<file path="src/hdl/mce_pkg.sv">
// ----------------------------------------------------------------------------
// mce_pkg
// Shared types, constants and the letter code table of the Morse encoder.
// ----------------------------------------------------------------------------
package mce_pkg;

    localparam int UNIT_W  = 24;
    localparam int DUR_W   = 26;
    localparam int CHAR_W  = 8;
    localparam int UNITS_W = 3;
    localparam int STEP_W  = 4;
    localparam int ELEMS_W = 8;

    localparam logic [UNIT_W-1:0] UNIT_TICKS_RESET = 24'd20000;

    localparam logic [CHAR_W-1:0] CHAR_UPPER_A = 8'h41;
    localparam logic [CHAR_W-1:0] CHAR_UPPER_Z = 8'h5A;
    localparam logic [CHAR_W-1:0] CHAR_LOWER_A = 8'h61;
    localparam logic [CHAR_W-1:0] CHAR_LOWER_Z = 8'h7A;
    localparam logic [CHAR_W-1:0] CHAR_SPACE   = 8'h20;
    localparam logic [CHAR_W-1:0] CASE_OFFSET  = 8'h20;

    typedef logic [STEP_W-1:0] step_t;

    // microprogram addresses
    localparam step_t STEP_DISPATCH   = 4'd0;
    localparam step_t STEP_ELEM_MARK  = 4'd1;
    localparam step_t STEP_ELEM_SPACE = 4'd2;
    localparam step_t STEP_LETTER_GAP = 4'd3;
    localparam step_t STEP_SPACE_GAP  = 4'd4;
    localparam step_t STEP_EOM_CHECK  = 4'd5;
    localparam step_t STEP_EOM_GAP    = 4'd6;
    localparam step_t STEP_MARKER     = 4'd7;
    localparam step_t STEP_TAIL_GAP   = 4'd8;

    typedef enum logic [2:0] {
        BR_SEQ,
        BR_JUMP,
        BR_MORE_ELEM,
        BR_CLASS,
        BR_EOM,
        BR_END
    } branch_t;

    typedef struct packed {
        logic                emit;
        logic                mark_lamp;
        logic                marker_lamp;
        logic                use_elem;
        logic [UNITS_W-1:0]  units;
        logic                last;
        logic                last_no_eom;
        logic                adv_elem;
        branch_t             br;
        step_t               target;
    } ucode_t;

    localparam ucode_t UCODE_NOP = '{
        emit: 1'b0, mark_lamp: 1'b0, marker_lamp: 1'b0, use_elem: 1'b0,
        units: '0, last: 1'b0, last_no_eom: 1'b0, adv_elem: 1'b0,
        br: BR_END, target: STEP_DISPATCH
    };

    // sequencer to datapath
    typedef struct packed {
        logic   load;
        logic   fire;
        ucode_t cw;
    } seq_ctrl_t;

    // datapath to sequencer
    typedef struct packed {
        logic is_letter;
        logic is_space;
        logic eom;
        logic more_elem;
        logic slot_free;
    } dp_status_t;

    // element lengths in units, first element in the lowest two bits, 0 ends
    function automatic logic [ELEMS_W-1:0] letter_code(input logic [4:0] idx);
        logic [ELEMS_W-1:0] c;
        unique case (idx)
            5'd0:    c = {2'd0, 2'd0, 2'd3, 2'd1};
            5'd1:    c = {2'd1, 2'd1, 2'd1, 2'd3};
            5'd2:    c = {2'd1, 2'd3, 2'd1, 2'd3};
            5'd3:    c = {2'd0, 2'd1, 2'd1, 2'd3};
            5'd4:    c = {2'd0, 2'd0, 2'd0, 2'd1};
            5'd5:    c = {2'd1, 2'd3, 2'd1, 2'd1};
            5'd6:    c = {2'd0, 2'd1, 2'd3, 2'd3};
            5'd7:    c = {2'd1, 2'd1, 2'd1, 2'd1};
            5'd8:    c = {2'd0, 2'd0, 2'd1, 2'd1};
            5'd9:    c = {2'd3, 2'd3, 2'd3, 2'd1};
            5'd10:   c = {2'd0, 2'd3, 2'd1, 2'd3};
            5'd11:   c = {2'd1, 2'd1, 2'd3, 2'd1};
            5'd12:   c = {2'd0, 2'd0, 2'd3, 2'd3};
            5'd13:   c = {2'd0, 2'd0, 2'd1, 2'd3};
            5'd14:   c = {2'd0, 2'd3, 2'd3, 2'd3};
            5'd15:   c = {2'd1, 2'd3, 2'd3, 2'd1};
            5'd16:   c = {2'd3, 2'd1, 2'd3, 2'd3};
            5'd17:   c = {2'd0, 2'd1, 2'd3, 2'd1};
            5'd18:   c = {2'd0, 2'd1, 2'd1, 2'd1};
            5'd19:   c = {2'd0, 2'd0, 2'd0, 2'd3};
            5'd20:   c = {2'd0, 2'd3, 2'd1, 2'd1};
            5'd21:   c = {2'd3, 2'd1, 2'd1, 2'd1};
            5'd22:   c = {2'd0, 2'd3, 2'd3, 2'd1};
            5'd23:   c = {2'd3, 2'd1, 2'd1, 2'd3};
            5'd24:   c = {2'd3, 2'd3, 2'd1, 2'd3};
            5'd25:   c = {2'd1, 2'd1, 2'd3, 2'd3};
            default: c = '0;
        endcase
        return c;
    endfunction

endpackage

</file>
<file path="src/hdl/mce_ucode_rom.sv">
// ----------------------------------------------------------------------------
// mce_ucode_rom
// Control store: one control word for each step of the encoder program.
// ----------------------------------------------------------------------------
module mce_ucode_rom (
    input  mce_pkg::step_t  step,
    output mce_pkg::ucode_t cw
);
    import mce_pkg::*;

    always_comb begin
        cw = UCODE_NOP;
        unique case (step)
            STEP_DISPATCH: begin
                cw.br = BR_CLASS;
            end
            STEP_ELEM_MARK: begin
                cw.emit      = 1'b1;
                cw.mark_lamp = 1'b1;
                cw.use_elem  = 1'b1;
                cw.br        = BR_SEQ;
            end
            STEP_ELEM_SPACE: begin
                cw.emit     = 1'b1;
                cw.units    = 3'd1;
                cw.adv_elem = 1'b1;
                cw.br       = BR_MORE_ELEM;
                cw.target   = STEP_ELEM_MARK;
            end
            STEP_LETTER_GAP: begin
                cw.emit        = 1'b1;
                cw.units       = 3'd2;
                cw.last_no_eom = 1'b1;
                cw.br          = BR_JUMP;
                cw.target      = STEP_EOM_CHECK;
            end
            STEP_SPACE_GAP: begin
                cw.emit        = 1'b1;
                cw.units       = 3'd4;
                cw.last_no_eom = 1'b1;
                cw.br          = BR_SEQ;
            end
            STEP_EOM_CHECK: begin
                cw.br = BR_EOM;
            end
            STEP_EOM_GAP: begin
                cw.emit  = 1'b1;
                cw.units = 3'd4;
                cw.br    = BR_SEQ;
            end
            STEP_MARKER: begin
                cw.emit        = 1'b1;
                cw.marker_lamp = 1'b1;
                cw.units       = 3'd1;
                cw.br          = BR_SEQ;
            end
            STEP_TAIL_GAP: begin
                cw.emit  = 1'b1;
                cw.units = 3'd2;
                cw.last  = 1'b1;
                cw.br    = BR_END;
            end
            default: begin
                cw = UCODE_NOP;
            end
        endcase
    end

endmodule

</file>
<file path="src/hdl/mce_sequencer.sv">
// ----------------------------------------------------------------------------
// mce_sequencer
// Step counter and branch logic that walks the encoder program per character.
// ----------------------------------------------------------------------------
module mce_sequencer (
    input  logic                aclk,
    input  logic                aresetn,
    input  logic                in_valid,
    output logic                in_ready,
    input  mce_pkg::dp_status_t status,
    output mce_pkg::seq_ctrl_t  ctrl
);
    import mce_pkg::*;

    logic   busy_reg, busy_next;
    step_t  step_reg, step_next;
    ucode_t cw;
    logic   load;
    logic   fire;

    mce_ucode_rom u_rom (
        .step (step_reg),
        .cw   (cw)
    );

    assign in_ready = !busy_reg;
    assign load     = in_valid && !busy_reg;
    // a step that emits waits for the output slot
    assign fire     = busy_reg && (!cw.emit || status.slot_free);

    always_comb begin
        ctrl.load = load;
        ctrl.fire = fire;
        ctrl.cw   = cw;
    end

    always_comb begin
        busy_next = busy_reg;
        step_next = step_reg;
        if (load) begin
            busy_next = 1'b1;
            step_next = STEP_DISPATCH;
        end else if (fire) begin
            unique case (cw.br)
                BR_SEQ: begin
                    step_next = step_reg + step_t'(1);
                end
                BR_JUMP: begin
                    step_next = cw.target;
                end
                BR_MORE_ELEM: begin
                    step_next = status.more_elem ? cw.target : step_reg + step_t'(1);
                end
                BR_CLASS: begin
                    if (status.is_letter) begin
                        step_next = STEP_ELEM_MARK;
                    end else if (status.is_space) begin
                        step_next = STEP_SPACE_GAP;
                    end else begin
                        step_next = STEP_EOM_CHECK;
                    end
                end
                BR_EOM: begin
                    if (status.eom) begin
                        step_next = step_reg + step_t'(1);
                    end else begin
                        busy_next = 1'b0;
                        step_next = STEP_DISPATCH;
                    end
                end
                BR_END: begin
                    busy_next = 1'b0;
                    step_next = STEP_DISPATCH;
                end
                default: begin
                    busy_next = 1'b0;
                    step_next = STEP_DISPATCH;
                end
            endcase
        end
    end

    always_ff @(posedge aclk) begin
        if (!aresetn) begin
            busy_reg <= 1'b0;
            step_reg <= STEP_DISPATCH;
        end else begin
            busy_reg <= busy_next;
            step_reg <= step_next;
        end
    end

    a_load_starts_at_dispatch: assert property (@(posedge aclk) disable iff (!aresetn)
        load |=> busy_reg && step_reg == STEP_DISPATCH)
        else $error("character did not start at the dispatch step");

    a_step_in_program: assert property (@(posedge aclk) disable iff (!aresetn)
        busy_reg |-> step_reg <= STEP_TAIL_GAP)
        else $error("step counter ran past the program");

    a_dispatch_one_cycle: assert property (@(posedge aclk) disable iff (!aresetn)
        (busy_reg && step_reg == STEP_DISPATCH) |=> (step_reg != STEP_DISPATCH || !busy_reg))
        else $error("dispatch step did not advance");

    a_emit_into_free_slot: assert property (@(posedge aclk) disable iff (!aresetn)
        (fire && cw.emit) |-> status.slot_free)
        else $error("segment emitted over a pending transaction");

endmodule

</file>
<file path="src/hdl/mce_datapath.sv">
// ----------------------------------------------------------------------------
// mce_datapath
// Character latch, element shifter, duration multiply and output register.
// ----------------------------------------------------------------------------
module mce_datapath (
    input  logic                          aclk,
    input  logic                          aresetn,
    input  logic                          cfg_wr_en,
    input  logic [mce_pkg::UNIT_W-1:0]    cfg_wr_data,
    input  logic [mce_pkg::CHAR_W-1:0]    char_code,
    input  logic                          end_of_message,
    input  mce_pkg::seq_ctrl_t            ctrl,
    output mce_pkg::dp_status_t           status,
    input  logic                          out_ready,
    output logic                          out_valid,
    output logic                          mark_lamp,
    output logic                          marker_lamp,
    output logic [mce_pkg::DUR_W-1:0]     duration_ticks,
    output logic                          last_segment
);
    import mce_pkg::*;

    logic [UNIT_W-1:0]  unit_ticks_reg;
    logic               is_letter_reg, is_space_reg, eom_reg;
    logic [ELEMS_W-1:0] elems_reg, elems_next;
    logic               out_valid_reg;
    logic               mark_reg, marker_reg, last_reg;
    logic [DUR_W-1:0]   dur_reg;

    logic [CHAR_W-1:0]  lower;
    logic               in_letter, in_space;
    logic [CHAR_W-1:0]  letter_off;
    logic [UNITS_W-1:0] units;
    logic [UNIT_W+UNITS_W-1:0] product;
    logic               emit_now;

    // fold upper case to lower
    always_comb begin
        if (char_code >= CHAR_UPPER_A && char_code <= CHAR_UPPER_Z) begin
            lower = char_code + CASE_OFFSET;
        end else begin
            lower = char_code;
        end
    end

    assign in_letter  = lower >= CHAR_LOWER_A && lower <= CHAR_LOWER_Z;
    assign in_space   = lower == CHAR_SPACE;
    assign letter_off = lower - CHAR_LOWER_A;

    always_comb begin
        elems_next = elems_reg;
        if (ctrl.load) begin
            elems_next = in_letter ? letter_code(letter_off[4:0]) : '0;
        end else if (ctrl.fire && ctrl.cw.adv_elem) begin
            elems_next = {2'b00, elems_reg[ELEMS_W-1:2]};
        end
    end

    assign units    = ctrl.cw.use_elem ? {1'b0, elems_reg[1:0]} : ctrl.cw.units;
    assign product  = units * unit_ticks_reg;
    assign emit_now = ctrl.fire && ctrl.cw.emit;

    always_comb begin
        status.is_letter = is_letter_reg;
        status.is_space  = is_space_reg;
        status.eom       = eom_reg;
        status.more_elem = elems_reg[3:2] != 2'b00;
        status.slot_free = !out_valid_reg || out_ready;
    end

    always_ff @(posedge aclk) begin
        if (!aresetn) begin
            unit_ticks_reg <= UNIT_TICKS_RESET;
        end else if (cfg_wr_en) begin
            unit_ticks_reg <= cfg_wr_data;
        end
    end

    always_ff @(posedge aclk) begin
        if (ctrl.load) begin
            is_letter_reg <= in_letter;
            is_space_reg  <= in_space;
            eom_reg       <= end_of_message;
        end
        elems_reg <= elems_next;
    end

    always_ff @(posedge aclk) begin
        if (!aresetn) begin
            out_valid_reg <= 1'b0;
        end else if (emit_now) begin
            out_valid_reg <= 1'b1;
        end else if (out_ready) begin
            out_valid_reg <= 1'b0;
        end
    end

    always_ff @(posedge aclk) begin
        if (emit_now) begin
            mark_reg   <= ctrl.cw.mark_lamp;
            marker_reg <= ctrl.cw.marker_lamp;
            dur_reg    <= product[DUR_W-1:0];
            last_reg   <= ctrl.cw.last || (ctrl.cw.last_no_eom && !eom_reg);
        end
    end

    assign out_valid      = out_valid_reg;
    assign mark_lamp      = mark_reg;
    assign marker_lamp    = marker_reg;
    assign duration_ticks = dur_reg;
    assign last_segment   = last_reg;

endmodule

</file>
<file path="src/hdl/morse_character_encoder.sv">
// ----------------------------------------------------------------------------
// morse_character_encoder
// Turns characters into timed lamp segments for Morse signaling.
// ----------------------------------------------------------------------------
// One character enters per s_ transaction (tdata = ASCII code, tlast = end of
// message). Letters of either case become dot/dash mark segments, each
// followed by a one-unit space and closed by a two-unit letter gap; a space
// gives a four-unit gap; other characters give nothing. End of message adds
// a four-unit gap, a one-unit marker flash and a two-unit gap.
// Each m_ transaction is one segment; tlast marks the last one of a character.
// cfg_wr_en/cfg_wr_data set the ticks per unit; the user must write them only
// while idle, which the block does not enforce. After the accepting cycle a
// character passes the dispatch step, then the steps of the control program:
// two per element, one for the letter or space gap, one for the end-of-message
// check and three for the tail at end of message. s_tready is low until the
// program ends. A stalled m_tready holds the output register and freezes the
// step counter at the next step that emits.
// Reset empties the output and sets the unit to 20000 ticks.
// ----------------------------------------------------------------------------
module morse_character_encoder (
    input  logic        aclk,
    input  logic        aresetn,
    input  logic        cfg_wr_en,
    input  logic [23:0] cfg_wr_data,
    input  logic        s_tvalid,
    output logic        s_tready,
    input  logic [7:0]  s_tdata,   // [7:0] char_code
    input  logic        s_tlast,   // end_of_message
    output logic        m_tvalid,
    input  logic        m_tready,
    output logic [31:0] m_tdata,   // [0] mark_lamp, [1] marker_lamp, [27:2] duration_ticks
    output logic        m_tlast    // last_segment
);
    import mce_pkg::*;

    seq_ctrl_t        ctrl;
    dp_status_t       status;
    logic             mark_lamp, marker_lamp;
    logic [DUR_W-1:0] duration_ticks;

    mce_sequencer u_seq (
        .aclk     (aclk),
        .aresetn  (aresetn),
        .in_valid (s_tvalid),
        .in_ready (s_tready),
        .status   (status),
        .ctrl     (ctrl)
    );

    mce_datapath u_dp (
        .aclk           (aclk),
        .aresetn        (aresetn),
        .cfg_wr_en      (cfg_wr_en),
        .cfg_wr_data    (cfg_wr_data),
        .char_code      (s_tdata),
        .end_of_message (s_tlast),
        .ctrl           (ctrl),
        .status         (status),
        .out_ready      (m_tready),
        .out_valid      (m_tvalid),
        .mark_lamp      (mark_lamp),
        .marker_lamp    (marker_lamp),
        .duration_ticks (duration_ticks),
        .last_segment   (m_tlast)
    );

    assign m_tdata = {4'b0000, duration_ticks, marker_lamp, mark_lamp};

endmodule
</file>
<file path="config.mk">
export PLATFORM = sky130hd
export DESIGN_NAME = morse_character_encoder
export DESIGN_NICKNAME = d
export VERILOG_FILES = /design/src/hdl/mce_pkg.sv /design/src/hdl/mce_ucode_rom.sv /design/src/hdl/mce_sequencer.sv /design/src/hdl/mce_datapath.sv /design/src/hdl/morse_character_encoder.sv
export SDC_FILE = /design/constraint.sdc
export NUM_CORES = 1
export LEC_CHECK = 0
export BUFFER_PORTS_ARGS = -buffer_cell sky130_fd_sc_hd__buf_2
export CORE_ASPECT_RATIO = 1.25
export CORE_MARGIN = 4
export CORE_UTILIZATION = 45
export DETAILED_ROUTE_END_ITERATION = 16
export GPL_ROUTABILITY_DRIVEN = 1
export MAX_ROUTING_LAYER = met4
export PLACE_DENSITY = 0.68
export SYNTH_ARGS = -nofsm -noshare
export SYNTH_HDL_FRONTEND = slang
export SYNTH_HIERARCHICAL = 1
export SYNTH_SLANG_ARGS = --single-unit
export TNS_END_PERCENT = 100
</file>
<file path="constraint.sdc">
create_clock -name aclk -period 3.8 [get_ports aclk]
set_input_delay 0.76 -clock aclk [delete_from_list [all_inputs] [get_ports aclk]]
set_output_delay 0.76 -clock aclk [all_outputs]
set_load 0.05 [all_outputs]
</file>
==> metrics.txt <==
Hold Path Stages=2; most frequent cells in the layout=104 x nand2_1, 69 x inv_1, 68 x buf_2; area taken by multi-input logic gates=~3500 um2; Post-route DRC=0; most common cell after layout, fill and taps aside=nand2_1; Tightest Pin Transition=~0.79 ns; synth unique cells=76; clk slew on worst S/H paths=approximately 0.06 ns; final core utilization=0.544; worst hold slack=slightly above 0.5 ns; post-layout net count=~810; HP Start=u_dp/out_valid$_SDFFE_PN0P_; Gate power share=0.184; layout cell share with drive strength beyond 1=0.222; number of global-route vias before repair=4536; synthesized area=about 5800 um2; Internal Power=about 1.5 mW; #FFs+latches synth=70; DP Area=around 6300 um2; grt ovf=0; Slew HR=0.468; worst hold path type=flop to flop; total track usage=0.176; Num CTS Buffers=9; Synth Flop Type=edfxtp_1; Final Cell Area=6710 um2; internal reg-to-reg setup slack=approximately 0.091 ns; clock sink count=70; Antenna Nets Post-Route=0; Routed WL=between 10000 and 15000 um; Hold-fix buffers, CTS=0; Starting Density=0.467; Async SR Flop Fraction=0; via count=4658; Area growth, synth to finish=16.6%; Final period util=0.976; Post-DP HPWL=approximately 9300 um; initial antenna violation count=0; clock share of power=0.402; crit path DAT=3.86 ns; final cell count without fillers=just under 900; diode count=0; Tmin final=approximately 3.7 ns; Worst Path Max Fanout=6; fill count=~1100; core area=between 10000 and 15000 um2; maximum VDD drop=~180 uV; die area=14700 um2; Die Wd=109 um; EDFF count, synth=40; first-pass GRT wire length=around 20000 um; Vert. Die Dim=approximately 130 um; WP data required=between 3 and 4 ns; Setup TNS Final=0 ns; total power=2.09 mW; status=completed; Hold Crit Endpoint=u_dp/out_valid$_SDFFE_PN0P_; yosys warns=6; reg2reg end=u_dp/duration_ticks[24]$_DFFE_PP_; CTS tree=done; row count=45; switch share=0.284; Port Buffers=slightly below 70; Placed Cells=between 800 and 900; final worst slack=a little over 0.09 ns; r2r startpoint=u_seq/step_reg[0]$_SDFFE_PP0P_; Post-Route Skew=0.0162 ns; synthesized area per cell=approximately 9 um2; critical path type=flop to flop; final hold vios=0; R2R depth=14; Max Root-Sink Buffers=2; Root Buffer=clkbuf_16; net switching power=around 0.59 mW; drt initial violations=between 150 and 200; # IOs=73; clk_lat worst skew=0.34 ns; H-tree levels=3; Pre-antenna DRT Iters=5; max FFs per register=26; final setup violation count=0; RD Place Congestion=roughly 0.85; CP endpoint kind=flop; wire per inst=13.9 um; Max-Cap Viols=0; Reg power frac=0.413; Pins Over Slew Limit=0; largest net degree at the start of global routing=30; vias per cell=5.30; Cell Pwr Density=312 nW/um2; Setup crit start kind=flop; leakage power=roughly 3.1 nW; Seq. cell area=around 1800 um2; pre-CTS setup slack=-0.0809 ns; maximum operating frequency=270 MHz; sequential share of the synthesized area=0.313; Mapped Cells=about 640
==> critical path: stages, from the launching register on <==
cell      delay [ns]
dfxtp_4         0.37
inv_1           0.08
nor4_4          0.38
mux2_4          0.37
buf_4           0.15
nand2_1         0.08
fa_1            0.41
inv_1           0.07
ha_2            0.30
a21o_1          0.20
a221oi_2        0.31
o31a_2          0.29
o21a_1          0.18
o21ai_2         0.09
o311ai_1        0.23
==> routing by layer <==
metal,vias to the layer above,global-route usage,wire length (um)
met5,-,-,0
li1,2341,-,-
met4,0,0.0526,219
met3,15,0.0299,495
met2,121,0.300,6280
met1,2181,0.211,5200
==> area by class of cell <==
type / instances / share of cell area
clock buffers: 10 / 0.0341
well taps: 164 / 0.0306
repair buffers: 97 / 0.0866
inverters: 70 / 0.0392
multi-input cells: 462 / 0.529
clock inverters: 6 / 0.0106
flip-flops and latches: 70 / 0.270
==> power by group through the flow <==
stage	Sequential [mW]	Clock (mW)	Combinational [mW]
2_1_floorplan	0.901	0	0.267
5_1_grt	0.869	0.898	0.426
3_5_place_dp	0.881	0	0.372
6_report	0.865	0.842	0.386
3_3_place_gp	0.880	0	0.365
4_1_cts	0.865	0.865	0.376
==> what timing repair did <==
item,4_1_cts,5_1_grt
endpoints found under the hold margin,0,0
gates resized for setup,4,28
setup endpoints to repair,4,14
buffers inserted,0,4
cloned,0,1
pin swaps,1,9
==> worst max path at each step <==
| stage | from | to | slack (ns) | cells after the start |
|---|---|---|---|---|
| 6_report | u_seq/step_reg[0]$_SDFFE_PP0P_ | u_dp/duration_ticks[24]$_DFFE_PP_ | 0.09 | 14 |
| 5_1_grt | u_seq/step_reg[0]$_SDFFE_PP0P_ | u_dp/duration_ticks[11]$_DFFE_PP_ | -0.03 | 14 |
| 4_1_cts | u_seq/step_reg[3]$_SDFFE_PP0P_ | u_dp/duration_ticks[18]$_DFFE_PP_ | -0.001 | 14 |
| 3_5_place_dp | u_seq/step_reg[1]$_SDFFE_PP0P_ | u_dp/duration_ticks[24]$_DFFE_PP_ | -0.08 | 14 |
| 3_3_place_gp | u_seq/step_reg[3]$_SDFFE_PP0P_ | u_dp/duration_ticks[23]$_DFFE_PP_ | 0.09 | 15 |
| 2_1_floorplan | u_seq/step_reg[3]$_SDFFE_PP0P_ | u_dp/duration_ticks[24]$_DFFE_PP_ | 0.006 | 15 |
==> cell usage after synthesis (all sizes together), types with 3 or more instances <==
master | number | area share
nor4 | 3 | 0.0059
and2 | 6 | 0.0065
a31o | 3 | 0.0046
nand3 | 16 | 0.014
o311ai | 4 | 0.0074
clkbuf | 16 | 0.011
mux2i | 28 | 0.049
nand2 | 107 | 0.072
buf | 25 | 0.033
a21o | 11 | 0.014
nand4 | 5 | 0.0054
a22oi | 4 | 0.0052
a211oi | 5 | 0.0065
ha | 35 | 0.076
o21a | 3 | 0.0039
nor3 | 14 | 0.014
nand2b | 5 | 0.0054
a31oi | 3 | 0.0033
xor2 | 13 | 0.020
o21bai | 7 | 0.011
a21oi | 28 | 0.025
mux2 | 4 | 0.0078
edfxtp | 40 | 0.21
inv | 70 | 0.046
fa | 23 | 0.080
and3 | 7 | 0.0076
nor2b | 26 | 0.028
o211ai | 7 | 0.0091
o31ai | 3 | 0.0048
nor2 | 18 | 0.012
dfxtp | 30 | 0.10
xnor2 | 13 | 0.020
o22ai | 5 | 0.0054
o21ai | 16 | 0.015
o311a | 3 | 0.0052
==> kinds of logic after synthesis <==
group	Yosys count	synth area share
and+or+nand+nor	218	0.187
muxes	32	0.0565
buffers and inverters	111	0.0903
other	2	0.00131
AOI/OAI and AO/OA	122	0.156
adders and majority gates	58	0.156
DFF	70	0.313
xor gates and xnor gates	26	0.0396
(Power assumes the default switching activity.)
